`src/hw/rtl/tct_pkg.sv`:
```
// ----------------------------------------------------------------------------
// tct_pkg
// Shared types and constants of the TCP connection tracker.
// ----------------------------------------------------------------------------
package tct_pkg;

  localparam int unsigned ADDR_W = 32;
  localparam int unsigned PORT_W = 16;
  localparam int unsigned TIME_W = 64;
  localparam int unsigned CFG_IDX_W = 1;
  localparam int unsigned CFG_DATA_W = 64;

  localparam logic [CFG_IDX_W-1:0] REG_TRACK_EN = 1'd0;
  localparam logic [CFG_IDX_W-1:0] REG_IDLE_TIMEOUT = 1'd1;

  localparam logic [TIME_W-1:0] IDLE_TIMEOUT_RST = 64'd60000000000;

  typedef enum logic [2:0] {
    CS_NONE        = 3'd0,
    CS_SYN_SENT    = 3'd1,
    CS_SYN_RECV    = 3'd2,
    CS_ESTABLISHED = 3'd3,
    CS_FIN_WAIT1   = 3'd4,
    CS_FIN_WAIT2   = 3'd5,
    CS_TIME_WAIT   = 3'd6
  } conn_state_t;

  typedef struct packed {
    logic                  valid;
    logic [2*ADDR_W-1:0]   addr_pair;
    logic [2*PORT_W-1:0]   port_pair;
    logic [2:0]            conn_state;
    logic [TIME_W-1:0]     seen_time;
  } entry_t;

  typedef struct packed {
    logic clr;
    logic load;
    logic scan;
    logic age;
    logic decide;
    logic write;
    logic emit;
  } cmd_t;

  typedef struct packed {
    logic clr_done;
    logic scan_done;
    logic track_en;
    logic out_free;
  } sts_t;

endpackage

```
`src/hw/rtl/tct_ctrl.sv`:
```
// ----------------------------------------------------------------------------
// tct_ctrl
// Sequencer: table clear after reset, key scan, aging, decision, write-back.
// ----------------------------------------------------------------------------
module tct_ctrl (
  input  logic           clk,
  input  logic           rst_n,
  input  logic           in_valid,
  output logic           in_stall,
  input  tct_pkg::sts_t  sts,
  output tct_pkg::cmd_t  cmd
);
  import tct_pkg::*;

  typedef enum logic [2:0] {
    S_CLEAR, S_IDLE, S_SCAN, S_AGE, S_DECIDE, S_WRITE, S_DONE
  } state_t;

  state_t state_r, state_nxt;

  always_comb begin
    state_nxt = state_r;
    cmd       = '0;
    unique case (state_r)
      S_CLEAR: begin
        cmd.clr = 1'b1;
        if (sts.clr_done) state_nxt = S_IDLE;
      end
      S_IDLE: begin
        if (in_valid) begin
          cmd.load  = 1'b1;
          state_nxt = sts.track_en ? S_SCAN : S_DECIDE;
        end
      end
      S_SCAN: begin
        cmd.scan = 1'b1;
        if (sts.scan_done) state_nxt = S_AGE;
      end
      S_AGE: begin
        cmd.age   = 1'b1;
        state_nxt = S_DECIDE;
      end
      S_DECIDE: begin
        cmd.decide = 1'b1;
        state_nxt  = S_WRITE;
      end
      S_WRITE: begin
        cmd.write = 1'b1;
        state_nxt = S_DONE;
      end
      S_DONE: begin
        if (sts.out_free) begin
          cmd.emit  = 1'b1;
          state_nxt = S_IDLE;
        end
      end
      default: state_nxt = S_CLEAR;
    endcase
  end

  assign in_stall = (state_r != S_IDLE);

  always_ff @(posedge clk) begin
    if (!rst_n) begin
      state_r <= S_CLEAR;
    end else begin
      state_r <= state_nxt;
    end
  end

endmodule

```
`config.mk`:
```
export PLATFORM = sky130hd
export DESIGN_NAME = tct_ctrl
export DESIGN_NICKNAME = d
export VERILOG_FILES = /design/src/hw/rtl/tct_pkg.sv /design/src/hw/rtl/tct_ctrl.sv
export SDC_FILE = /design/constraint.sdc
export NUM_CORES = 1
export LEC_CHECK = 0
export BUFFER_PORTS_ARGS = -buffer_cell sky130_fd_sc_hd__buf_2
export CORE_AREA = 2 2 39 41
export DETAILED_ROUTE_END_ITERATION = 10
export DIE_AREA = 0 0 41 43
export PLACE_DENSITY_LB_ADDON = 0.12
export SYNTH_ARGS = -nofsm -noshare
export SYNTH_HDL_FRONTEND = slang
export SYNTH_SLANG_ARGS = --single-unit
```
`constraint.sdc`:
```
create_clock -name clk -period 2.05 [get_ports clk]
set_input_delay 0.1025 -clock clk [delete_from_list [all_inputs] [get_ports clk]]
set_output_delay 0.1025 -clock clk [all_outputs]
set_load 0.02 [all_outputs]
```
==> summary.md, run 1 <==
| Metric | Value |
|---|---|
| Sequential-to-total area share from yosys stat | `0.245` |
| Final Cycle Share | `0.654` |
| CP arrival | `1.24 ns` |
| Maxcap violations | `0` |
| Top-count cell post-synth | `nor2_1` |
| Min Clock Period, post-route | `about 1.3 ns` |
| Syn-to-layout area delta | `36.7%` |
| N_diodes | `0` |
| Fill cells | `154` |
| Synth Cell Area | `245 µm²` |
| Initial Utilization | `0.177` |
| H-tree levels | `1` |
| Startpoint types | `register` |
| Top post-synthesis cells by count | `nor2_1 (4), dfxtp_1 (3), nand2_1 (3)` |
| Min-delay src | `rst_n` |
| RSZ-0062 raised after global routing | `false` |
| Slew Viols, Final | `0` |
| Total congestion overflow | `0` |
| Die ar. | `roughly 1800 µm²` |
| Yosys warns | `0` |
| DIE HEIGHT | `43 µm` |
| WP data required | `1.95 ns` |
| Via density | `4.05` |
| Hold WS | `0.102 ns` |
| Largest net degree at the start of global routing | `14` |
| WL final | `577 µm` |
| Final setup vio count | `0` |
| Depth of the worst register-to-register path | `3` |
| DP HPWL | `468 µm` |
| DR pass1 iterations | `2` |
| Reg2reg end | `state_r[1]` |
| Initial antenna violation count | `0` |
| Vias in the first global route | `around 240` |
| Hold EP | `state_r[0]` |
| Logic pwr share | `0.233` |
| Synth top area cells | `dfxtp_1 (24%), mux2i_1 (8.2%), buf_4 (6.1%)` |
| Die X | `41 µm` |
| Crit Path Class | `register to output pin` |
| CTS tree | `done` |
| Switching share of power | `0.301` |
| Antenna Violating Nets Remaining | `0` |
| Async set or reset register ratio after synthesis | `0` |
| Synthesis-stage register bit count | `3` |
| # resized after CTS | `0` |
| CTS root buf | `clkbuf_4` |
| Core ar. | `1380 µm²` |
| Share of the synthesized area in the top cell type | `0.245` |
| Placement Rows | `14` |
| Pwr dens | `684 nW/µm²` |
| Peak Freq | `746 MHz` |
| Nets | `55` |
| Min-Delay Path Class | `input pin to register` |
| Ports | `15` |
| CP Max Fanout | `13` |
| Sequential group share of total power | `0.322` |
| Int Power | `0.000160 W` |
| Predominant post-synthesis flop cell | `dfxtp_1` |
| Post-Syn Instances | `32` |
| Clk slew on worst S/H paths | `approximately 0.040 ns` |
| Clock Latency Late Sink | `0.23 ns` |
| Worst Tran Pin Value | `0.368 ns` |
| Gr usage total | `0.0802` |
| VDD IR-drop max | `0.260 mV` |
| CTS max path bufs | `2` |
| Via count | `between 200 and 300` |
| Fin. Hold Viols | `0` |
| Max reg flops | `3` |
| Wirelength per Cell | `9.16 µm` |
| Global placer's final weighted congestion | `0.719` |
| Post-CTS setup buffers | `0` |
| Biggest register | `state_r` |
| Max-slew headroom | `0.754` |
| Cell variety after synth | `20` |
| Hold path depth | `2` |
| CP endpoint kind | `output pin` |
| Worst R2R Start | `state_r[0]` |
| R2r setup slk | `0.91 ns` |
| Largest regs | `state_r: 3 flops` |
| Setup tns final | `0 ns` |
| Drt drc | `0` |
| Switch Pwr | `0.0000690 W` |
| First-iteration detailed-routing DRC count | `5` |
| Status | `finished, final reports clean` |
| Clock network power share | `0.445` |
| Layout cells sized above 1 | `0.362` |
| Synth Net Count | `39` |
| Area leader, netlist | `dfxtp_1` |
| Leak | `roughly 0.17 nW` |
| Final clock skew | `0.00376 ns` |
| Avg Synthesized Cell Area | `7.66 µm²` |
| CTS buffer count | `3` |
| Number of flops mapped to enable cells by yosys | `0` |
| Hold buffers post-CTS | `0` |
| CTS sink count | `3` |
| Port bufs | `14` |
| Global-route wire length before repair | `between 900 and 1000 µm` |
==> logic make-up (layout without fill, tap and decap cells) <==
logic type             count (synthesis)  count (layout)  synth area share
flip-flops                             3               3             0.245
AO/OA/AOI/OAI                          7               7             0.209
AND/OR/NAND/NOR                       16              16             0.342
multiplexers                           2               2            0.0816
buffers and inverters                  4              19             0.122
==> worst max path at each step <==
stage                     startpoint         end  slack (ns)  depth (start not counted)
after floorplan           state_r[2]      cmd[5]        0.86                          4
after detailed placement  state_r[0]  state_r[1]        0.91                          3
after global placement    state_r[2]  state_r[0]        0.91                          3
after CTS                 state_r[2]      cmd[0]        0.69                          3
final                     state_r[2]      cmd[0]        0.71                          3
after global routing      state_r[2]      cmd[0]        0.59                          3
==> per-stage QoR <==
stage	utilization	total power, W	setup WS, ns	instances	instance area, µm²
floorplan	-	0.000114	0.861	32	245
global placement	0.223	0.000130	0.910	59	309
detailed placement	0.223	0.000129	0.915	59	309
CTS	0.242	0.000237	0.690	63	335
global route	0.242	0.000251	0.588	63	335
finish	0.242	0.000229	0.710	63	335
==> final cells by class <==
class / count / area (µm²) / share of cell area
clock buffers: 4 / 26.3 / 0.0784
inverters: 1 / 3.75 / 0.0112
multi-input cells: 25 / 155 / 0.463
flip-flops and latches: 3 / 60.1 / 0.179
well taps: 16 / 20.0 / 0.0597
repair buffers: 14 / 70.1 / 0.209
==> cell usage in the layout (no fill, tap or decap), drive strengths merged <==
cell,netlist,final
and2,2,2
and3,1,1
and3b,1,1
buf,3,14
clkbuf,0,4
dfxtp,3,3
inv,1,1
mux2i,2,2
nand2,3,3
nand2b,1,1
nor2,4,4
nor2b,1,1
nor3,2,2
nor3b,1,1
o2111a,1,1
o211ai,1,1
o21a,1,1
o21ai,2,2
o22ai,1,1
o32ai,1,1
==> power groups by stage <==
stage	registers [W]	logic [W]	clock network, W
floorplan	0.0000657	0.0000482	0
global placement	0.0000746	0.0000551	0
detailed placement	0.0000748	0.0000543	0
CTS	0.0000737	0.0000545	0.000109
global route	0.0000754	0.0000603	0.000116
finish	0.0000738	0.0000535	0.000102
==> layer usage <==
metal	vias up	GRT usage	share of wire
met3	2	0.0314	0.075
met2	9	0.100	0.41
met1	101	0.106	0.50
met4	0	0.0600	0.014
li1	143	-	-
met5	-	0	0
==> worst max-delay path, cell delays in order, from the launching register on <==
cell and delay, ns:
dfxtp_1 0.53, and2_1 0.20, nor2b_1 0.11, buf_2 0.16
(Power assumes the default switching activity.)
==> inputs of run 2 (changes only) <==
==> constraint.sdc (replaced) <==
create_clock -name clk -period 1.2 [get_ports clk]
set_input_delay 0.06 -clock clk [delete_from_list [all_inputs] [get_ports clk]]
set_output_delay 0.06 -clock clk [all_outputs]
set_load 0.02 [all_outputs]
==> run 2 against run 1 <==
- sequential share of layout area increased by 0.30 points
- critical path depth unchanged
- die area unchanged
- final cell count unchanged
- sequential cell count unchanged
- wire length increased by 10%
- total power increased by 78%
- core utilization increased by 2.1 points
- critical path type unchanged
- critical endpoint unchanged
- largest cell class unchanged
==> summary.md, run 2 (synthesis results as in run 1) <==
| Metric | Value |
|---|---|
| Startpoint types | `register (unchanged)` |
| DR pass1 iterations | `3 (was 2)` |
| Leak | `0.179 nW (was 0.170 nW)` |
| CTS buffer count | `3 (unchanged)` |
| Post-route cell area | `364 µm² (was 335 µm²)` |
| Peak Freq | `868 MHz` |
| H-tree levels | `1 (unchanged)` |
| Most frequent cells in the layout | `buf_2 (12), nand2_1 (3), nor2_1 (3), clkbuf_4 (3) (was buf_2 (14), nor2_1 (4), nand2_1 (3), clkbuf_4 (3), dfxtp_1 (3))` |
| DIE HEIGHT | `43 µm (unchanged)` |
| Global-route wire length before repair | `986 µm (was 938 µm)` |
| Pwr dens | `1120 nW/µm² (was 684 nW/µm²)` |
| Syn-to-layout area delta | `48.5% (was 36.7%)` |
| CTS tree | `done (unchanged)` |
| Total congestion overflow | `0 (unchanged)` |
| Flip-flop and latch area | `66.3 µm² (was 60.1 µm²)` |
| Via density | `4.44 (was 4.05)` |
| Maxcap violations | `0 (unchanged)` |
| WP data required | `1.14 ns (was 1.95 ns)` |
| RSZ-0062 raised after global routing | `true (was false)` |
| Clk slew on worst S/H paths | `0.04 ns (about the same)` |
| CP arrival | `1.09 ns (was 1.24 ns)` |
| Core ar. | `1380 µm² (unchanged)` |
| Vias in the first global route | `265 (was 235)` |
| Max reg flops | `3 (unchanged)` |
| CTS root buf | `clkbuf_4 (unchanged)` |
| Cell total after placement | `59 (unchanged)` |
| Fill cells | `158 (was 154)` |
| Initial antenna violation count | `0 (unchanged)` |
| VDD IR-drop max | `0.373 mV (was 0.260 mV)` |
| Die X | `41 µm (unchanged)` |
| CP Max Fanout | `13 (unchanged)` |
| DP HPWL | `464 µm (was 468 µm)` |
| Via count | `280 (was 255)` |
| Hold WS | `0.0753 ns (was 0.102 ns)` |
| Min Clock Period, post-route | `1.15 ns` |
| Fin. Hold Viols | `0 (unchanged)` |
| Drt drc | `0 (unchanged)` |
| Slew Viols, Final | `0 (unchanged)` |
| Critical-path top delay cell | `dfxtp_4 (was dfxtp_1)` |
| CTS max path bufs | `2 (unchanged)` |
| Global placer's final weighted congestion | `0.746 (was 0.719)` |
| Antenna Violating Nets Remaining | `0 (unchanged)` |
| Worst Tran Pin Value | `0.221 ns (was 0.368 ns)` |
| CP peak stage delay | `0.42 ns (was 0.53 ns)` |
| Final setup vio count | `0 (unchanged)` |
| Hold buffers post-CTS | `0 (unchanged)` |
| Gr usage total | `0.0912 (was 0.0802)` |
| Placement Rows | `14 (unchanged)` |
| Crit Path Class | `register to output pin (unchanged)` |
| Area of the multi-input gates | `173 µm² (was 155 µm²)` |
| Status | `finished, final reports clean (unchanged)` |
| Biggest register | `state_r (unchanged)` |
| N_diodes | `0 (unchanged)` |
| Largest regs | `state_r: 3 flops (unchanged)` |
| CTS sink count | `3 (unchanged)` |
| Min-Delay Path Class | `input pin to register (unchanged)` |
| Post-DP Area | `309 µm² (unchanged)` |
| CP endpoint kind | `output pin (unchanged)` |
| Layout cells sized above 1 | `0.489 (was 0.362)` |
| Initial Utilization | `0.177 (unchanged)` |
| Port bufs | `14 (unchanged)` |
| Critical Path, Cell by Cell | `and2_4 > nor2b_1 > buf_4 (was and2_1 > nor2b_1 > buf_2)` |
| Most common cell after layout, fill and taps aside | `buf_2 (unchanged)` |
| WL final | `635 µm (was 577 µm)` |
| Clock Latency Late Sink | `0.23 ns (about the same)` |
| Final Cycle Share | `0.960` |
| Max-slew headroom | `0.853 (was 0.754)` |
| Nets | `55 (unchanged)` |
| Pwr Total | `0.000408 W (was 0.000229 W)` |
| Final clock skew | `0.00245 ns (was 0.00376 ns)` |
| Ports | `15 (unchanged)` |
| Wirelength per Cell | `10.1 µm (was 9.16 µm)` |
| Fin cells | `63 (unchanged)` |
| Die ar. | `1760 µm² (unchanged)` |
| First-iteration detailed-routing DRC count | `1 (was 5)` |
| Largest net degree at the start of global routing | `14 (unchanged)` |
==> run 2: cell types whose count changed in the layout (fill, tap and decap cells not counted), moves of 2 or more <==
cell | before | now
buf_4 | 0 | 2
dfxtp_2 | 0 | 2
buf_2 | 14 | 12
dfxtp_1 | 3 | 0
==> run 2: worst paths after layout <==
path	slack [ns]	to	startpoint	depth (start not counted)
max	0.05	cmd[0]	state_r[2]	3
min	0.08	state_r[0]	rst_n	2
max reg2reg	0.18	state_r[0]	state_r[2]	3
min reg2reg	0.65	state_r[2]	state_r[0]	1
==> run 2: cell type report <==
cell class | count | area share
well taps | 16 | 0.0550
inverters | 1 | 0.0103
multi-input cells | 25 | 0.474
repair buffers | 14 | 0.206
clock buffers | 4 | 0.0722
flip-flops and latches | 3 | 0.182
==> run 2: metrics by stage <==
step / utilization / setup slack (ns) / TNS [ns]
4_1_cts: 0.247 / 0.0114 / 0
3_3_place_gp: 0.223 / 0.0213 / 0
2_1_floorplan: - / 0.0535 / 0
3_5_place_dp: 0.223 / 0.0555 / 0
6_report: 0.263 / 0.0481 / 0
5_1_grt: 0.263 / -0.00849 / -0.00849
==> run 2: per-layer routing <==
layer  global-route usage  routed length [µm]  share of wire  up-vias
met5                    0                   0              0        -
met2                0.119                 308           0.49        7
li1                     -                   -              -      146
met3               0.0209                  46          0.072        2
met4                0.120                  12          0.019        0
met1               0.0990                 268           0.42      125
==> run 2: worst max-delay path, delay by kind of cell, from the launching register on <==
family,cells,cell delay (ns)
simple gates,2,0.30
buf+inv,1,0.15
flops,1,0.42
==> run 2: where the power goes <==
group / switching [W] / internal [W]
combinational: 0.0000494 / 0.0000486
clock: 0.0000554 / 0.000125
sequential: 0.0000222 / 0.000108
==> run 2: repair_timing <==
action,CTS,global route
buffers inserted,0,0
pin swaps,0,0
setup endpoints to repair,6,3
gates resized for setup,4,6
==> inputs of run 3 (changes only) <==
--- a/config.mk
+++ b/config.mk
@@ -10,6 +10,7 @@
 export DETAILED_ROUTE_END_ITERATION = 10
 export DIE_AREA = 0 0 41 43
 export PLACE_DENSITY_LB_ADDON = 0.12
+export REMOVE_ABC_BUFFERS = 1
 export SYNTH_ARGS = -nofsm -noshare
 export SYNTH_HDL_FRONTEND = slang
 export SYNTH_SLANG_ARGS = --single-unit
==> run 3 against run 2 <==
- via count grew 4.3%
- clock-buffer cell count is the same
- clock power is essentially flat
- register-to-register slack lost 0.06 ns
- sequential power shrank 5%
- die area is the same
- non-clock buffer count grew 3
- total power grew 1.5%
- worst hold slack lost 0.0066 ns
- critical path type unchanged
- critical endpoint is now cmd[2]
- largest power group unchanged
==> summary.md, run 3 (synthesis results as in run 1) <==
| Metric | Value |
|---|---|
| Port bufs | `14 (unchanged)` |
| R2r setup slk | `0.12 ns (was 0.18 ns)` |
| Most frequent cells in the layout | `buf_2 (11), buf_4 (6), nand2_1 (3), nor2_1 (3), clkbuf_4 (3) (was buf_2 (12), nand2_1 (3), nor2_1 (3), clkbuf_4 (3))` |
| H-tree levels | `1 (unchanged)` |
| Hold buffers post-CTS | `0 (unchanged)` |
| CTS max path bufs | `2 (unchanged)` |
| Hold EP | `state_r[0] (unchanged)` |
| Die X | `41 µm (unchanged)` |
| Pwr dens | `1090 nW/µm² (was 1120 nW/µm²)` |
| Syn-to-layout area delta | `55.6% (was 48.5%)` |
| CP arrival | `1.11 ns (was 1.09 ns)` |
| Crit Path Class | `register to output pin (unchanged)` |
| Nets | `58 (was 55)` |
| Final Cycle Share | `0.974 (was 0.960)` |
| Global placer's final weighted congestion | `0.696 (was 0.746)` |
| Worst Tran Pin Value | `0.256 ns (was 0.221 ns)` |
| Startpoint types | `register (unchanged)` |
| Depth of the worst register-to-register path | `4 (was 3)` |
| Largest net degree at the start of global routing | `14 (unchanged)` |
| Reg2reg end | `state_r[0] (unchanged)` |
| Placement Rows | `14 (unchanged)` |
| Hold path depth | `2 (unchanged)` |
| Hold WS | `0.0687 ns (was 0.0753 ns)` |
| WP data required | `1.14 ns (about the same)` |
| Fill cells | `174 (was 158)` |
| Pwr Total | `0.000414 W (was 0.000408 W)` |
| CTS tree | `done (unchanged)` |
| Leak | `0.190 nW (was 0.179 nW)` |
| First-iteration detailed-routing DRC count | `1 (unchanged)` |
| Via density | `4.42 (was 4.44)` |
| CTS root buf | `clkbuf_4 (unchanged)` |
| Pre-CTS WS | `0.0506 ns (was 0.0555 ns)` |
| Initial antenna violation count | `0 (unchanged)` |
| Final Util | `0.276 (was 0.263)` |
| WL final | `639 µm (was 635 µm)` |
| Antenna Violating Nets Remaining | `0 (unchanged)` |
| Final setup vio count | `0 (unchanged)` |
| Fin. Hold Viols | `0 (unchanged)` |
| Flip-flop and latch area | `68.8 µm² (was 66.3 µm²)` |
| Layout cells sized above 1 | `0.480 (was 0.489)` |
| Setup tns final | `0 ns (unchanged)` |
| DR pass1 iterations | `2 (was 3)` |
| Min Clock Period, post-route | `1.17 ns (was 1.15 ns)` |
| Slew Viols, Final | `0 (unchanged)` |
| Max reg flops | `3 (unchanged)` |
| CTS sink count | `3 (unchanged)` |
| Initial Utilization | `0.177 (unchanged)` |
| Total congestion overflow | `0 (unchanged)` |
| Ports | `15 (unchanged)` |
| Wirelength per Cell | `9.68 µm (was 10.1 µm)` |
| Core ar. | `1380 µm² (unchanged)` |
| Drt drc | `0 (unchanged)` |
| Status | `finished, final reports clean (unchanged)` |
| CTS buffer count | `3 (unchanged)` |
| Area of the multi-input gates | `163 µm² (was 173 µm²)` |
| Gr usage total | `0.0811 (was 0.0912)` |
| Die ar. | `1760 µm² (unchanged)` |
| Clk slew on worst S/H paths | `0.04 ns (about the same)` |
| Global-route wire length before repair | `931 µm (was 986 µm)` |
| Final worst slack | `0.0317 ns (was 0.0481 ns)` |
| Maxcap violations | `0 (unchanged)` |
| Min-Delay Path Class | `input pin to register (unchanged)` |
| DIE HEIGHT | `43 µm (unchanged)` |
| Via count | `292 (was 280)` |
| CP endpoint kind | `output pin (unchanged)` |
| Biggest register | `state_r (unchanged)` |
| CP Max Fanout | `7 (was 13)` |
| DP HPWL | `481 µm (was 464 µm)` |
| Max-slew headroom | `0.829 (was 0.853)` |
| N_diodes | `0 (unchanged)` |
| Vias in the first global route | `244 (was 265)` |
| RSZ-0062 raised after global routing | `true (unchanged)` |
| Final clock skew | `0.00171 ns (was 0.00245 ns)` |
| Most common cell after layout, fill and taps aside | `buf_2 (unchanged)` |
| Peak Freq | `856 MHz (was 868 MHz)` |
| Min-delay src | `rst_n (unchanged)` |
| Clock Latency Late Sink | `0.23 ns (about the same)` |
| VDD IR-drop max | `0.326 mV (was 0.373 mV)` |
| Worst R2R Start | `state_r[2] (unchanged)` |
| Largest regs | `state_r: 3 flops (unchanged)` |
==> run 3: area by class of cell <==
type | instances | share of cell area
repair buffers | 17 | 0.262
well taps | 16 | 0.0525
multi-input cells | 25 | 0.426
inverters | 1 | 0.00984
clock buffers | 4 | 0.0689
flip-flops and latches | 3 | 0.180
==> run 3: routing by layer <==
layer	part of all wire	GRT usage
met5	0	0
met4	0.020	0.0800
met3	0.077	0.0314
met2	0.48	0.103
met1	0.42	0.0955
==> run 3: worst max path at each step <==
stage / from / endpoint / slack (ns) / cells after the start
2_1_floorplan: state_r[2] / cmd[5] / 0.08 / 3
3_3_place_gp: state_r[2] / state_r[0] / 0.04 / 3
3_5_place_dp: state_r[2] / state_r[0] / 0.05 / 3
4_1_cts: state_r[0] / cmd[2] / 0.0003 / 3
5_1_grt: state_r[0] / cmd[2] / -0.01 / 3
6_report: state_r[0] / cmd[2] / 0.03 / 3
==> run 3: what timing repair did <==
action	CTS	global route
gates resized for setup	4	6
buffers inserted	0	2
setup endpoints to repair	6	3
==> run 3: report_power, final <==
group / switching, W / internal [W]
Clock: 0.0000562 / 0.000125
Sequential: 0.0000167 / 0.000106
Combinational: 0.0000567 / 0.0000534
Total: 0.000130 / 0.000285
==> run 3: critical path, stage by stage (launching register included) <==
cell and delay, ns:
dfxtp_2 0.35, buf_4 0.16, nor3b_1 0.17, buf_2 0.19
==> run 3: stage by stage <==
stage               instances  area, µm²
floorplan                  29        219
global placement           60        317
detailed placement         60        317
CTS                        64        349
global route               66        382
finish                     66        382
